==> src/rtl/core/pidpv_pkg.sv <==
// Shared types and constants of the pose PID velocity controller.
package pidpv_pkg;

    // Fixed-point widths
    localparam int ERR_W   = 32;            // Q16.16 error
    localparam int INT_W   = 48;            // integral and derivative
    localparam int PER_W   = 24;            // saturated period, us
    localparam int DVD_W   = 58;            // signed dividend
    localparam int QUO_W   = 59;            // signed quotient
    localparam int PROD_W  = 66;            // shared multiplier product
    localparam int LOC_W   = 53;            // local (body) command
    localparam int MULA_W  = 34;
    localparam int MULB_W  = 32;

    // Iterative divider: 4 quotient bits per cycle over a 60-bit word
    localparam int DIV_W    = 60;
    localparam int DIV_STEP = 4;
    localparam int DIV_ITER = DIV_W / DIV_STEP;

    localparam logic [PER_W-1:0]         INT_DIVISOR = 24'd2000000;
    localparam logic signed [MULB_W-1:0] DER_SCALE   = 32'sd1000000;
    localparam logic signed [MULA_W-1:0] ONE_Q28     = 34'sd268435456;
    localparam logic signed [LOC_W-1:0]  LOC_CAP     = 53'sd268435456;
    localparam logic signed [ERR_W-1:0]  GOAL_CAP    = 32'sd13108;
    localparam logic [31:0]              GOAL_SQ_LIM = 32'd171798692;
    localparam logic signed [PROD_W-1:0] ONE_Q14     = 66'sd16384;

    // Term order inside one axis
    localparam logic [3:0] TERM_P = 4'd0;
    localparam logic [3:0] TERM_I = 4'd1;
    localparam logic [3:0] TERM_D = 4'd2;

    // Quaternion pair products
    localparam logic [3:0] QP_XX = 4'd0;
    localparam logic [3:0] QP_YY = 4'd1;
    localparam logic [3:0] QP_ZZ = 4'd2;
    localparam logic [3:0] QP_XY = 4'd3;
    localparam logic [3:0] QP_XZ = 4'd4;
    localparam logic [3:0] QP_YZ = 4'd5;
    localparam logic [3:0] QP_WX = 4'd6;
    localparam logic [3:0] QP_WY = 4'd7;
    localparam logic [3:0] QP_WZ = 4'd8;
    localparam int         QP_N  = 9;

    localparam logic [1:0] AXIS_X   = 2'd0;
    localparam logic [1:0] AXIS_Z   = 2'd2;
    localparam logic [1:0] AXIS_YAW = 2'd3;

    typedef enum logic [2:0] {
        REG_KP     = 3'd0,
        REG_KI     = 3'd1,
        REG_KD     = 3'd2,
        REG_GOAL_X = 3'd3,
        REG_GOAL_Y = 3'd4,
        REG_GOAL_Z = 3'd5,
        REG_GOAL_YAW = 3'd6,
        REG_ENABLE = 3'd7
    } cfg_idx_t;

    typedef enum logic [4:0] {
        OP_NOP,
        OP_CAPTURE,
        OP_GMUL,
        OP_GACC,
        OP_IMUL,
        OP_IDIV,
        OP_IUPD,
        OP_DMUL,
        OP_DDIV,
        OP_DUPD,
        OP_TLO,
        OP_TSET,
        OP_THI,
        OP_TADD,
        OP_LADD,
        OP_QMUL,
        OP_QST,
        OP_RMUL,
        OP_VACC,
        OP_VSET,
        OP_PUBLISH
    } op_t;

    typedef struct packed {
        op_t        op;
        logic [1:0] axis;
        logic [3:0] sel;
    } cmd_t;

    typedef struct packed {
        logic run;
        logic zero_p;
        logic div_busy;
    } status_t;

endpackage

==> src/rtl/core/pidpv_ctrl.sv <==
// Sequencer that steps the datapath through one pose item.
module pidpv_ctrl import pidpv_pkg::*;
(
    input  logic    clk,
    input  logic    rst_n,
    input  logic    in_valid,
    output logic    in_ready,
    output logic    out_valid,
    input  logic    out_ready,
    input  status_t sts,
    output cmd_t    cmd
);

    typedef enum logic [21:0] {
        S_IDLE  = 22'd1 << 0,
        S_GMUL  = 22'd1 << 1,
        S_GACC  = 22'd1 << 2,
        S_IMUL  = 22'd1 << 3,
        S_IDIV  = 22'd1 << 4,
        S_IWAIT = 22'd1 << 5,
        S_IUPD  = 22'd1 << 6,
        S_DMUL  = 22'd1 << 7,
        S_DDIV  = 22'd1 << 8,
        S_DWAIT = 22'd1 << 9,
        S_DUPD  = 22'd1 << 10,
        S_TLO   = 22'd1 << 11,
        S_TSET  = 22'd1 << 12,
        S_THI   = 22'd1 << 13,
        S_TADD  = 22'd1 << 14,
        S_LADD  = 22'd1 << 15,
        S_QMUL  = 22'd1 << 16,
        S_QST   = 22'd1 << 17,
        S_RMUL  = 22'd1 << 18,
        S_VACC  = 22'd1 << 19,
        S_VSET  = 22'd1 << 20,
        S_DONE  = 22'd1 << 21
    } state_t;

    state_t     state_reg, state_next;
    logic [1:0] axis_reg, axis_next;
    logic [3:0] sel_reg, sel_next;
    logic       out_valid_reg, out_valid_next;

    always_comb
    begin
        state_next = state_reg;
        axis_next  = axis_reg;
        sel_next   = sel_reg;
        cmd.op     = OP_NOP;
        cmd.axis   = axis_reg;
        cmd.sel    = sel_reg;
        unique case (state_reg)
            S_IDLE:
            begin
                if (in_valid)
                begin
                    cmd.op     = OP_CAPTURE;
                    axis_next  = AXIS_X;
                    sel_next   = '0;
                    state_next = S_GMUL;
                end
            end
            S_GMUL:
            begin
                cmd.op     = OP_GMUL;
                state_next = S_GACC;
            end
            S_GACC:
            begin
                cmd.op = OP_GACC;
                if (axis_reg == AXIS_Z)
                begin
                    axis_next  = AXIS_X;
                    state_next = sts.run ? S_IMUL : S_DONE;
                end
                else
                begin
                    axis_next  = axis_reg + 2'd1;
                    state_next = S_GMUL;
                end
            end
            S_IMUL:
            begin
                cmd.op     = OP_IMUL;
                state_next = S_IDIV;
            end
            S_IDIV:
            begin
                cmd.op     = OP_IDIV;
                state_next = S_IWAIT;
            end
            S_IWAIT:
            begin
                if (!sts.div_busy)
                    state_next = S_IUPD;
            end
            S_IUPD:
            begin
                cmd.op     = OP_IUPD;
                state_next = S_DMUL;
            end
            S_DMUL:
            begin
                cmd.op     = OP_DMUL;
                state_next = S_DDIV;
            end
            S_DDIV:
            begin
                // zero period: derivative is forced to zero, no divide
                if (sts.zero_p)
                    state_next = S_DUPD;
                else
                begin
                    cmd.op     = OP_DDIV;
                    state_next = S_DWAIT;
                end
            end
            S_DWAIT:
            begin
                if (!sts.div_busy)
                    state_next = S_DUPD;
            end
            S_DUPD:
            begin
                cmd.op     = OP_DUPD;
                sel_next   = TERM_P;
                state_next = S_TLO;
            end
            S_TLO:
            begin
                cmd.op     = OP_TLO;
                state_next = S_TSET;
            end
            S_TSET:
            begin
                cmd.op     = OP_TSET;
                state_next = S_THI;
            end
            S_THI:
            begin
                cmd.op     = OP_THI;
                state_next = S_TADD;
            end
            S_TADD:
            begin
                cmd.op     = OP_TADD;
                state_next = S_LADD;
            end
            S_LADD:
            begin
                cmd.op = OP_LADD;
                if (sel_reg == TERM_D)
                begin
                    sel_next = '0;
                    if (axis_reg == AXIS_YAW)
                    begin
                        axis_next  = AXIS_X;
                        state_next = S_QMUL;
                    end
                    else
                    begin
                        axis_next  = axis_reg + 2'd1;
                        state_next = S_IMUL;
                    end
                end
                else
                begin
                    sel_next   = sel_reg + 4'd1;
                    state_next = S_TLO;
                end
            end
            S_QMUL:
            begin
                cmd.op     = OP_QMUL;
                state_next = S_QST;
            end
            S_QST:
            begin
                cmd.op = OP_QST;
                if (sel_reg == QP_WZ)
                begin
                    sel_next   = '0;
                    axis_next  = AXIS_X;
                    state_next = S_RMUL;
                end
                else
                begin
                    sel_next   = sel_reg + 4'd1;
                    state_next = S_QMUL;
                end
            end
            S_RMUL:
            begin
                cmd.op     = OP_RMUL;
                state_next = S_VACC;
            end
            S_VACC:
            begin
                cmd.op = OP_VACC;
                if (sel_reg == 4'd2)
                    state_next = S_VSET;
                else
                begin
                    sel_next   = sel_reg + 4'd1;
                    state_next = S_RMUL;
                end
            end
            S_VSET:
            begin
                cmd.op   = OP_VSET;
                sel_next = '0;
                if (axis_reg == AXIS_Z)
                    state_next = S_DONE;
                else
                begin
                    axis_next  = axis_reg + 2'd1;
                    state_next = S_RMUL;
                end
            end
            S_DONE:
            begin
                if (!out_valid_reg || out_ready)
                begin
                    cmd.op     = OP_PUBLISH;
                    state_next = S_IDLE;
                end
            end
            default: state_next = S_IDLE;
        endcase
    end

    always_comb
    begin
        if (cmd.op == OP_PUBLISH)
            out_valid_next = 1'b1;
        else if (out_ready)
            out_valid_next = 1'b0;
        else
            out_valid_next = out_valid_reg;
    end

    always_ff @(posedge clk or negedge rst_n)
    begin
        if (!rst_n)
        begin
            state_reg     <= S_IDLE;
            axis_reg      <= '0;
            sel_reg       <= '0;
            out_valid_reg <= 1'b0;
        end
        else
        begin
            state_reg     <= state_next;
            axis_reg      <= axis_next;
            sel_reg       <= sel_next;
            out_valid_reg <= out_valid_next;
        end
    end

    assign in_ready  = (state_reg == S_IDLE);
    assign out_valid = out_valid_reg;

    // a publish never overwrites an item the receiver has not taken
    a_no_overwrite: assert property (@(posedge clk) disable iff (!rst_n)
        cmd.op == OP_PUBLISH |-> (!out_valid_reg || out_ready))
        else $error("result overwritten before it was taken");

    // the derivative divide is never waited on for a zero period
    a_no_zero_div: assert property (@(posedge clk) disable iff (!rst_n)
        state_reg == S_DWAIT |-> !sts.zero_p)
        else $error("divide by zero period");

    // the integral and derivative updates only read a finished quotient
    a_div_done: assert property (@(posedge clk) disable iff (!rst_n)
        (state_reg == S_IUPD || state_reg == S_DUPD) |-> !sts.div_busy)
        else $error("quotient used while divider busy");

    // results appear only after a publish
    a_out_source: assert property (@(posedge clk) disable iff (!rst_n)
        $rose(out_valid_reg) |-> $past(cmd.op == OP_PUBLISH))
        else $error("output valid without publish");

endmodule

==> config.mk <==
export PLATFORM = sky130hd
export DESIGN_NAME = pidpv_ctrl
export DESIGN_NICKNAME = d
export VERILOG_FILES = /design/src/rtl/core/pidpv_pkg.sv /design/src/rtl/core/pidpv_ctrl.sv
export SDC_FILE = /design/constraint.sdc
export NUM_CORES = 1
export LEC_CHECK = 0
export BUFFER_PORTS_ARGS = -buffer_cell sky130_fd_sc_hd__buf_2
export CAP_MARGIN = 10
export CORE_MARGIN = 4
export CORE_UTILIZATION = 59
export CTS_CLUSTER_SIZE = 24
export DETAILED_ROUTE_END_ITERATION = 8
export GPL_TIMING_DRIVEN = 0
export MAX_ROUTING_LAYER = met4
export PLACE_DENSITY_LB_ADDON = 0.3
export SLEW_MARGIN = 20
export SYNTH_ARGS = -nofsm -noshare
export SYNTH_HDL_FRONTEND = slang
export SYNTH_SLANG_ARGS = --single-unit
==> constraint.sdc <==
create_clock -name clk -period 2.6 [get_ports clk]
set_clock_uncertainty 0.05 [all_clocks]
set_input_delay 0.52 -clock clk [delete_from_list [all_inputs] [get_ports clk]]
set_output_delay 0.52 -clock clk [all_outputs]
set_load 0.03 [all_outputs]
==> summary.txt, run 1 <==
Status
  – Fail Step: global routing (5_1_grt)
  – Outcome: stopped before the end
  – Error: [ERROR DPL-0033] detailed placement checks failed during check placement.

CTS
  – # hold bufs at CTS: 0
  – Deepest clock path buffer count: 2
  – CTS root buf: clkbuf_4
  – Clock sink count: 29
  – H-tree depth: 2
  – Num CTS Buffers: 5

Synth
  – Syn Std Cell Area: 0.00197 mm²
  – Yosys top cell by area: dfrtp_1
  – Register bit total from synthesis: 29
  – YS warnings: 0
  – Synth top area cells: dfrtp_1 (36%), nor4_4 (5.4%), ha_1 (4.4%), nor2_1 (3.8%), nor3_1 (3.3%)
  – Synth top area share: 35.5%
  – Syn nets: 221
  – Fraction of registers with async set/reset: 100%
  – Dominant synthesized flop cell: dfrtp_1
  – Sequential area share after synthesis: 36.8%
  – Syn Inst Count: 207
  – Avg Cell Area, Syn: 9.53 µm²
  – Number of flops mapped to enable cells by yosys: 0
  – Synth unique cells: between 50 and 60

Place
  – Port Buffers: 19
  – Placed cell count: 270
  – Post-detail-place hpwl: around 3600 µm
  – Routability cong.: 0.936

Global routing
  – Initial antenna violation count: 0
  – Largest net degree at the start of global routing: 30

STA
  – Worst End Pin Type: primary output
  – Worst_ep grt: cmd[9]

Floorplan
  – Num rows: 20
  – Die Y: 65.8 µm
  – Initial Utilization: a little over three fifths
  – Total I/O pin count: 20
  – Die Span X: roughly 66 µm
## stage by stage
stage               hold slack, ns  instance area, µm²  utilization (%)  setup slack (ns)
CTS                          0.168                2820             90.2            -0.300
detailed placement           0.469                2130             68.0            -0.285
global placement             0.491                2130             68.0            -0.283
floorplan                    0.174                1980                -            0.0345
## cell usage after synthesis, drive strengths merged, types with 5 or more instances
master	number
nor3	15
nor4	11
ha	7
dfrtp	28
nand2	16
nand4b	5
nand4	5
o21ai	10
nand3	8
inv	12
nor2b	5
nor2	20
or3	5
## repair_timing
item,in CTS
endpoints found under the hold margin,0
pin swaps,22
buffers inserted,48
gates resized for setup,69
endpoints found under the setup margin,6
## cells by family after synthesis
group,synth area share (%)
compound gates,12.3
xor+xnor,1.33
fa+ha+maj,4.44
buf+inv,2.28
flops,36.8
mux,1.01
simple gates,41.8
==> run 2, diff against run 1 <==
--- a/config.mk
+++ b/config.mk
@@ -8,12 +8,10 @@
 export BUFFER_PORTS_ARGS = -buffer_cell sky130_fd_sc_hd__buf_2
 export CAP_MARGIN = 10
 export CORE_MARGIN = 4
-export CORE_UTILIZATION = 59
-export CTS_CLUSTER_SIZE = 24
+export CORE_UTILIZATION = 40
 export DETAILED_ROUTE_END_ITERATION = 8
 export GPL_TIMING_DRIVEN = 0
-export MAX_ROUTING_LAYER = met4
-export PLACE_DENSITY_LB_ADDON = 0.3
+export PLACE_DENSITY_LB_ADDON = 0.15
 export SLEW_MARGIN = 20
 export SYNTH_ARGS = -nofsm -noshare
 export SYNTH_HDL_FRONTEND = slang
==> run 2 against run 1 <==
Effect of this change: the flow now finishes, with violations (negative setup slack); synthesized cell count unchanged; area after synthesis did not move.
==> summary.txt, run 2 <==
Status
  – Outcome: finished, violations left
  – Failing checks: negative setup slack

Synth
  – Synth unique cells: just under 60
  – Number of flops mapped to enable cells by yosys: 0
  – Synth top area cells: dfrtp_1 (36%), nor4_4 (5.4%), ha_1 (4.4%), nor2_1 (3.8%), nor3_1 (3.3%)
  – YS warnings: 0
  – Synth top area share: a little over a third
  – List of most frequent post-synthesis cells: dfrtp_1 (28), nor2_1 (20), nand2_1 (15)
  – Syn Inst Count: 207
  – Avg Cell Area, Syn: 9.53 µm²
  – Syn nets: 221
  – Register bit total from synthesis: 29
  – Dominant synthesized flop cell: dfrtp_1
  – Sequential area share after synthesis: 36.8%
  – Syn Std Cell Area: 0.00197 mm²
  – Fraction of registers with async set/reset: 100%
  – Cell with the most instances after synthesis: dfrtp_1
  – Yosys top cell by area: dfrtp_1

Flow run
  – Max_cap viols: 0

Place
  – Port Buffers: 19
  – Routability cong.: roughly 0.85
  – Placed cell count: 293
  – Post-detail-place hpwl: 3760 µm
  – Dpl ws: -0.393 ns

Floorplan
  – Num rows: 25
  – Die Span X: about 78 µm
  – Total I/O pin count: 20
  – Die area: 0.00612 mm²
  – Core Footprint: 0.00475 mm²
  – Initial Utilization: 41.5%
  – Die Y: 78.2 µm

STA
  – Period utilization: 109%
  – Minimum clock period: 2.85 ns
  – Final hold vios: 0
  – Max Fclk: 351 MHz
  – Final setup violation count: 6
  – Worst hold margin: 0.222 ns
  – RSZ-0062 raised after global routing: true
  – Max transition margin: 53.6%
  – Pins Over Slew Limit: 0
  – Worst-Margin Slew: 0.696 ns
  – Final setup margin: -0.246 ns

Setup path
  – Crit path launch type: register
  – Worst Path Required: 2.03 ns
  – Worst EP arrival: 2.28 ns
  – Crit. End Element: output pin
  – Worst-path maximum fanout: 5
  – Worst Setup Path Type: register to output pin

Power and ir drop
  – Pleak: around 1.3 nW
  – Max IR drop VDD: approximately 0.53 mV
  – PD cells: 687 mW/mm²

Route
  – Post-Route WL: 5840 µm
  – Iter 0 DRT Violations: 171
  – Drt pass-1 iters: 5
  – Antenna viol nets, final: 0
  – Avg WL per Cell: 17.2 µm
  – Post-route DRC: 0
  – Total number of vias: around 1900
  – Vias per inst: 5.62

Finish
  – Non-filler cells, final: 340
  – Max reg flops: 22
  – Commonest non-fill, non-tap cell in the layout: buf_4
  – Nets: 286
  – Layout Area Growth over Synthesis: 43.1%
  – Fillers: 421
  – Most frequent cells in the layout: buf_4 (33), dfrtp_1 (19), nor2_1 (15)
  – Layout cell share with drive strength beyond 1: a little under half
  – Diode count: 0

Global routing
  – First-pass GRT wire length: 9600 µm
  – Largest net degree at the start of global routing: 30
  – GR Overflow Total: 0
  – Vias in the first global route: 1918
  – Initial antenna violation count: 0
  – Total track usage: 20.1%

CTS
  – CTS root buf: clkbuf_8
  – Num CTS Buffers: 5
  – # hold bufs at CTS: 0
  – TritonCTS clock tree: yes
  – Deepest clock path buffer count: 2
  – Clock latency at the later pin of the worst-skew pair: 0.29 ns
  – Clock sink count: 29
  – Clock transition at path regs: 0.07 ns
  – H-tree depth: 2

Hold path
  – Worst Hold Class: input port to async pin
==> run 2: area by class of cell <==
cell class	count	area, µm²	share of cell area, %
clock buffer	6	72.6	2.57
inverter	12	45.0	1.60
multi-input combinational	166	1430	50.5
tap	67	83.8	2.97
sequential	29	738	26.2
timing repair buffer	58	448	15.9
clock inverter	2	10.0	0.355
==> run 2: worst max-delay path: stages (launching register included) <==
cell and delay [ns]:
dfrtp_2 0.43, nor4_4 0.28, buf_6 0.17, nand4b_1 0.13
or4_4 0.52, a21boi_4 0.16, nand2_2 0.07, or3_4 0.12
buf_6 0.12
==> run 2: cells by family (layout without fill, tap and decap cells) <==
family	after synthesis	count (layout)	synth area share, %
and+or+nand+nor	120	120	41.8
AOI/OAI and AO/OA	34	34	12.3
DFF	29	29	36.8
buffers and inverters	12	78	2.28
adders and majority gates	7	7	4.44
xor gates and xnor gates	3	3	1.33
muxes	2	2	1.01
==> run 2: path summary, 6_finish.rpt <==
path	from	cells past startpoint	slack (ns)	end
worst max-delay path	state_reg[19]	8	-0.25	cmd[8]
worst max register to register	state_reg[10]	10	0.16	axis_reg[1]
worst min-delay path	rst_n	1	0.22	state_reg[11]
worst min register to register	state_reg[15]	1	0.53	state_reg[15]
max in group asynchronous	rst_n	1	1.77	state_reg[2]
min in group clk	sts[2]	3	0.48	state_reg[3]
==> run 2: power breakdown <==
group	leakage, nW	internal [mW]	switching, mW
sequential	0.383	0.498	0.0493
combinational	0.854	0.471	0.560
clock	0.0450	0.185	0.177
total	1.28	1.15	0.786
==> run 2: repair_timing <==
action | in CTS | in global routing
pin swaps | 16 | 5
buffers inserted | 30 | 10
hold endpoints to repair | 0 | 0
setup endpoints to repair | 6 | 8
gates resized for setup | 46 | 26
==> run 2: stage by stage <==
step	cell area (µm²)	total power, mW	setup TNS, ns	util, %
final	2820	1.94	-1.02	59.4
after global routing	2820	2.05	-1.44	59.4
after CTS	2650	1.86	-0.988	55.7
after detailed placement	2160	1.25	-1.58	45.4
after global placement	2160	1.25	-1.61	45.4
after floorplan	1980	1.06	0	-
==> run 2: per-layer routing <==
layer | wire length, µm | global-route usage (%)
met2 | 2740 | 30.9
met4 | 97 | 7.69
met1 | 2670 | 27.9
met5 | 0 | 0
met3 | 333 | 4.01
No activity file was read; power rests on OpenSTA's default activity.
==> run 3, diff against run 2 <==
--- a/config.mk
+++ b/config.mk
@@ -12,6 +12,7 @@
 export DETAILED_ROUTE_END_ITERATION = 8
 export GPL_TIMING_DRIVEN = 0
 export PLACE_DENSITY_LB_ADDON = 0.15
+export SETUP_SLACK_MARGIN = 0.3
 export SLEW_MARGIN = 20
 export SYNTH_ARGS = -nofsm -noshare
 export SYNTH_HDL_FRONTEND = slang
==> run 3 against run 2 <==
Effect of this change: the flow still finishes with violations (negative setup slack); core utilization rose by 7.7 points; wire length increased by 14%; clock power rose by 15%; non-clock buffer count grew 24; sequential power about the same; maximum frequency decreased by 2.5%; final area up 13%; via count is 9.5% higher; worst hold slack lost 0.0040 ns; die area unchanged; cell count up 7.1%; critical path depth unchanged; critical endpoint is now cmd[9]; largest cell class unchanged; highest routed layer unchanged.
==> summary.txt, run 3 (synthesized netlist as in run 2, its figures left out) <==
CTS
  – Clock sink count: 29
  – TritonCTS clock tree: yes
  – Num CTS Buffers: 5
  – CTS root buf: clkbuf_8
  – Deepest clock path buffer count: 2
  – Clock transition at path regs: 0.07 ns
  – Clock latency at the later pin of the worst-skew pair: a little under 0.3 ns
  – H-tree depth: 2

Setup path
  – Worst Setup Path Type: register to output pin
  – FF-to-FF Start: state_reg[1]
  – Worst-path maximum fanout: 4
  – Worst reg2reg path endpoint: state_reg[14]
  – Worst Path Required: 2.03 ns
  – Crit. End Element: output pin
  – Crit path launch type: register
  – R2r setup slk: -0.04 ns
  – R2R depth: 17
  – Worst EP arrival: 2.35 ns

Route
  – Post-route DRC: 0
  – Iter 0 DRT Violations: 159
  – Avg WL per Cell: 18.2 µm
  – Total number of vias: 2091
  – Drt pass-1 iters: 5
  – Post-Route WL: 6640 µm
  – Antenna viol nets, final: 0
  – Vias per inst: 5.74

Place
  – Port Buffers: 19
  – DP Area: 0.00218 mm²
  – Post-detail-place hpwl: 3840 µm
  – Dpl ws: -0.317 ns
  – Routability cong.: between 0.8 and 0.9
  – Placed cell count: 293

Floorplan
  – Die area: roughly 0.006 mm²
  – Core Footprint: 0.00475 mm²
  – Die Span X: 78.2 µm
  – Num rows: 25
  – Initial Utilization: between 40 and 50%
  – Total I/O pin count: 20
  – Die Y: ~80 µm

Finish
  – Layout Area Growth over Synthesis: 61.5%
  – FF+latch area: ~740 µm²
  – Area of the multi-input gates: 0.00149 mm²
  – Design Area, Final: 0.00319 mm²
  – Layout cell share with drive strength beyond 1: 55.9%
  – Nets: 310
  – Max reg flops: 22
  – Diode count: 0
  – Commonest non-fill, non-tap cell in the layout: buf_4
  – Most frequent cells in the layout: buf_4 (37), buf_6 (30), nor2_1 (14), dfrtp_1 (14), dfrtp_2 (14)
  – Fillers: 350
  – Non-filler cells, final: 364

Power and ir drop
  – Pleak: 1.44 nW
  – PD cells: 790 mW/mm²
  – Max IR drop VDD: 0.514 mV
  – Power Total: 2.52 mW

Hold path
  – Worst Hold Class: input port to async pin

Global routing
  – Largest net degree at the start of global routing: 30
  – GR Overflow Total: 0
  – Initial antenna violation count: 0
  – First-pass GRT wire length: 10300 µm
  – Total track usage: 21.8%
  – Vias in the first global route: 2005

STA
  – Setup TNS: -1.43 ns
  – Period utilization: 112%
  – Minimum clock period: 2.92 ns
  – Worst-Margin Slew: 0.687 ns
  – RSZ-0062 raised after global routing: true
  – Max Fclk: 343 MHz
  – Final setup margin: -0.319 ns
  – Pins Over Slew Limit: 0
  – Max transition margin: between 50% and 60%
  – Final setup violation count: 7
  – Final hold vios: 0

Flow run
  – Max_cap viols: 0

Status
  – Outcome: finished, violations left
  – Failing checks: negative setup slack
## run 3: layout make-up
type,count,area share (%)
well taps,67,2.63
multi-input cells,166,46.8
repair buffers,82,22.6
inverters,12,1.41
clock inverters,1,0.157
clock buffers,7,3.02
flip-flops and latches,29,23.4
## run 3: through the flow
stage | hold WS (ns) | util (%)
after floorplan | 0.174 | -
after global placement | 0.478 | 45.9
after detailed placement | 0.472 | 45.9
after CTS | 0.242 | 60.3
after global routing | 0.270 | 67.0
final | 0.218 | 67.0
## run 3: where the power goes
group          switching [mW]  internal [mW]
logic                   0.717          0.838
clock network           0.178          0.239
registers              0.0477          0.500
## run 3: timing repair
item	in CTS	in global routing
hold buffers	0	0
pin swaps	20	19
buffers inserted	42	21
endpoints found under the setup margin	18	16
gates resized for setup	59	43
## run 3: worst max-delay path by stage
stage / from / to / slack [ns] / depth (start not counted)
2_1_floorplan: state_reg[20] / cmd[6] / 0.08 / 5
3_5_place_dp: state_reg[9] / cmd[6] / -0.32 / 6
6_report: state_reg[12] / cmd[9] / -0.32 / 8
5_1_grt: state_reg[14] / cmd[9] / -0.45 / 8
4_1_cts: state_reg[2] / cmd[8] / -0.27 / 9
3_3_place_gp: state_reg[13] / cmd[8] / -0.33 / 7
## run 3: critical path, cell delays in order, from the launching register on
cell and delay, ns:
dfrtp_2 0.45, nor4_4 0.31, buf_4 0.20, nand4_1 0.21, nor4_4 0.37, buf_4 0.19
nor4b_4 0.05, nand4_1 0.12, buf_6 0.14
## run 3: layer usage
| layer | global-route usage (%) | share of wire (%) | routed length, µm | up-vias |
|---|---|---|---|---|
| met1 | 27.1 | 43 | 2840 | 1018 |
| met3 | 4.59 | 5.2 | 345 | 19 |
| li1 | - | - | - | 967 |
| met4 | 8.39 | 2.9 | 195 | 0 |
| met2 | 36.9 | 49 | 3260 | 87 |
| met5 | 0 | 0 | 0 | - |
==> run 4, diff against run 3 <==
--- a/config.mk
+++ b/config.mk
@@ -5,11 +5,11 @@
 export SDC_FILE = /design/constraint.sdc
 export NUM_CORES = 1
 export LEC_CHECK = 0
-export BUFFER_PORTS_ARGS = -buffer_cell sky130_fd_sc_hd__buf_2
 export CAP_MARGIN = 10
 export CORE_MARGIN = 4
 export CORE_UTILIZATION = 40
 export DETAILED_ROUTE_END_ITERATION = 8
+export DONT_BUFFER_PORTS = 1
 export GPL_TIMING_DRIVEN = 0
 export PLACE_DENSITY_LB_ADDON = 0.15
 export SETUP_SLACK_MARGIN = 0.3
==> run 4 against run 3 <==
Effect of this change: the flow still finishes with violations (negative setup slack); clock power increased by 1%; register-to-register slack improved by 0.16 ns; die area unchanged; wire length decreased by 7.6%; combinational power decreased by 44%; flip-flop and latch count unchanged; first-iteration DRC count increased by 15%; sequential power increased by 8.0%; count of clock-buffer cells in the layout unchanged; final area decreased by 16%; cell count decreased by 13%.
==> summary.txt, run 4 (synthesized netlist as in run 2, its figures left out) <==
Power and ir drop
  – PD cells: between 600 and 700 mW/mm²
  – Clock power share: 22.4%
  – Internal power: approximately 1.1 mW
  – Max IR drop VDD: 0.492 mV
  – Pleak: roughly 1.2 nW
  – Reg power frac: a little under a third
  – Switching Power: 779 µW
  – Comb power frac: 46.1%
  – Sw frac: between 40% and 50%

CTS
  – Deepest clock path buffer count: 2
  – Num CTS Buffers: 5
  – H-tree depth: 2
  – CTS root buf: clkbuf_8
  – TritonCTS clock tree: yes
  – Clock sink count: 29
  – Clock transition at path regs: 0.07 ns
  – Clock latency at the later pin of the worst-skew pair: about 0.28 ns

Setup path
  – Crit path launch type: register
  – Worst Path Required: roughly 2.0 ns
  – Worst Setup Path Type: register to output pin
  – Crit. End Element: output pin
  – Worst EP arrival: 2.27 ns
  – Worst-path maximum fanout: 5

Status
  – Failing checks: negative setup slack
  – Outcome: finished, violations left

STA
  – Period utilization: 109%
  – Pins Over Slew Limit: 0
  – Max Fclk: around 350 MHz
  – Worst hold margin: 0.00135 ns
  – Final setup violation count: 5
  – Final hold vios: 0
  – Final setup margin: -0.239 ns
  – Worst-Margin Slew: 0.658 ns
  – Max transition margin: 56.0%
  – Minimum clock period: 2.84 ns
  – RSZ-0062 raised after global routing: true

Global routing
  – Initial antenna violation count: 0
  – Largest net degree at the start of global routing: 29
  – First-pass GRT wire length: a little over 10000 µm
  – Total track usage: 21.2%
  – Vias in the first global route: roughly 1900
  – GR Overflow Total: 0

Hold path
  – Worst Hold Class: input port to async pin

Place
  – Port Buffers: 0
  – Post-detail-place hpwl: 3970 µm
  – DP Area: 0.00209 mm²
  – Routability cong.: 0.950

Route
  – Drt pass-1 iters: 4
  – Avg WL per Cell: approximately 19 µm
  – Post-Route WL: 6130 µm
  – Iter 0 DRT Violations: 183
  – Vias per inst: 5.94
  – Antenna viol nets, final: 0
  – Post-route DRC: 0
  – Total number of vias: 1883

Floorplan
  – Die Y: a little under 80 µm
  – Initial Utilization: between 40% and 50%
  – Total I/O pin count: 20
  – Die Span X: 78.2 µm
  – Core Footprint: 0.00475 mm²
  – Num rows: 25
  – Die area: 0.00612 mm²

Finish
  – Nets: 263
  – Layout Area Growth over Synthesis: 36.1%
  – Design Area, Final: 0.00269 mm²
  – Max reg flops: 22
  – Final Util: 56.5%
  – Commonest non-fill, non-tap cell in the layout: buf_4
  – Most frequent cells in the layout: buf_4 (30), nand2_1 (15), dfrtp_1 (15)
  – Diode count: 0
  – Layout cell share with drive strength beyond 1: 42.4%

Flow run
  – Max_cap viols: 0
run 4: changes by cell type in the layout (fill, tap and decap cells not counted), sizes merged:
cell  change
buf      -47
run 4: path summary, 6_finish.rpt:
path,cells past startpoint,slack (ns),end,start
max in group asynchronous,1,2.31,state_reg[18],rst_n
hold reg to reg,2,0.54,state_reg[14],state_reg[13]
setup / recovery,7,-0.24,cmd[6],state_reg[13]
hold / removal,1,0.001,state_reg[5],rst_n
min in group clk,2,0.37,state_reg[3],sts[2]
setup reg to reg,10,0.12,axis_reg[1],state_reg[0]
run 4: critical path, cell delays in order, from the launching register on:
cell     delay [ns]
dfrtp_2        0.44
nor4_4         0.30
buf_4          0.17
nand4_1        0.09
buf_6          0.17
nor3_4         0.47
a22oi_2        0.18
nand3_4        0.16
run 4: final cells by class:
type,count,area [µm²]
clock inverters,1,5.00
multi-input cells,166,1420
inverters,12,45.0
clock buffers,7,96.3
well taps,67,83.8
flip-flops and latches,29,743
fillers,407,2070
repair buffers,35,290
run 4: power groups by stage:
stage | combinational [mW] | clock (mW) | sequential [mW]
after floorplan | 0.491 | 0 | 0.583
after global placement | 0.610 | 0 | 0.593
after detailed placement | 0.623 | 0 | 0.597
after CTS | 0.809 | 0.430 | 0.589
after global routing | 0.927 | 0.458 | 0.602
final | 0.866 | 0.422 | 0.591
run 4: routing by layer:
metal / vias up / global-route usage (%) / part of all wire (%)
li1: 870 / - / -
met1: 911 / 26.6 / 42
met2: 79 / 34.9 / 49
met3: 23 / 5.16 / 5.9
met4: 0 / 8.22 / 3.5
met5: - / 0 / 0
run 4: stage by stage:
stage               setup TNS [ns]  setup slack (ns)  instances  power (mW)
CTS                         -0.641            -0.192        307        1.83
floorplan                        0            0.0752        207        1.07
global route                 -1.29            -0.329        317        1.99
finish                      -0.777            -0.239        317        1.88
global placement             -1.42            -0.276        274        1.20
detailed placement           -1.05            -0.245        274        1.22
run 4: what timing repair did:
item / 4_1_cts / 5_1_grt
pin swaps: 17 / 9
hold endpoints to repair: 28 / 0
endpoints found under the setup margin: 18 / 13
hold buffers: 1 / 0
buffers inserted: 24 / 10
gates resized for setup: 38 / 14
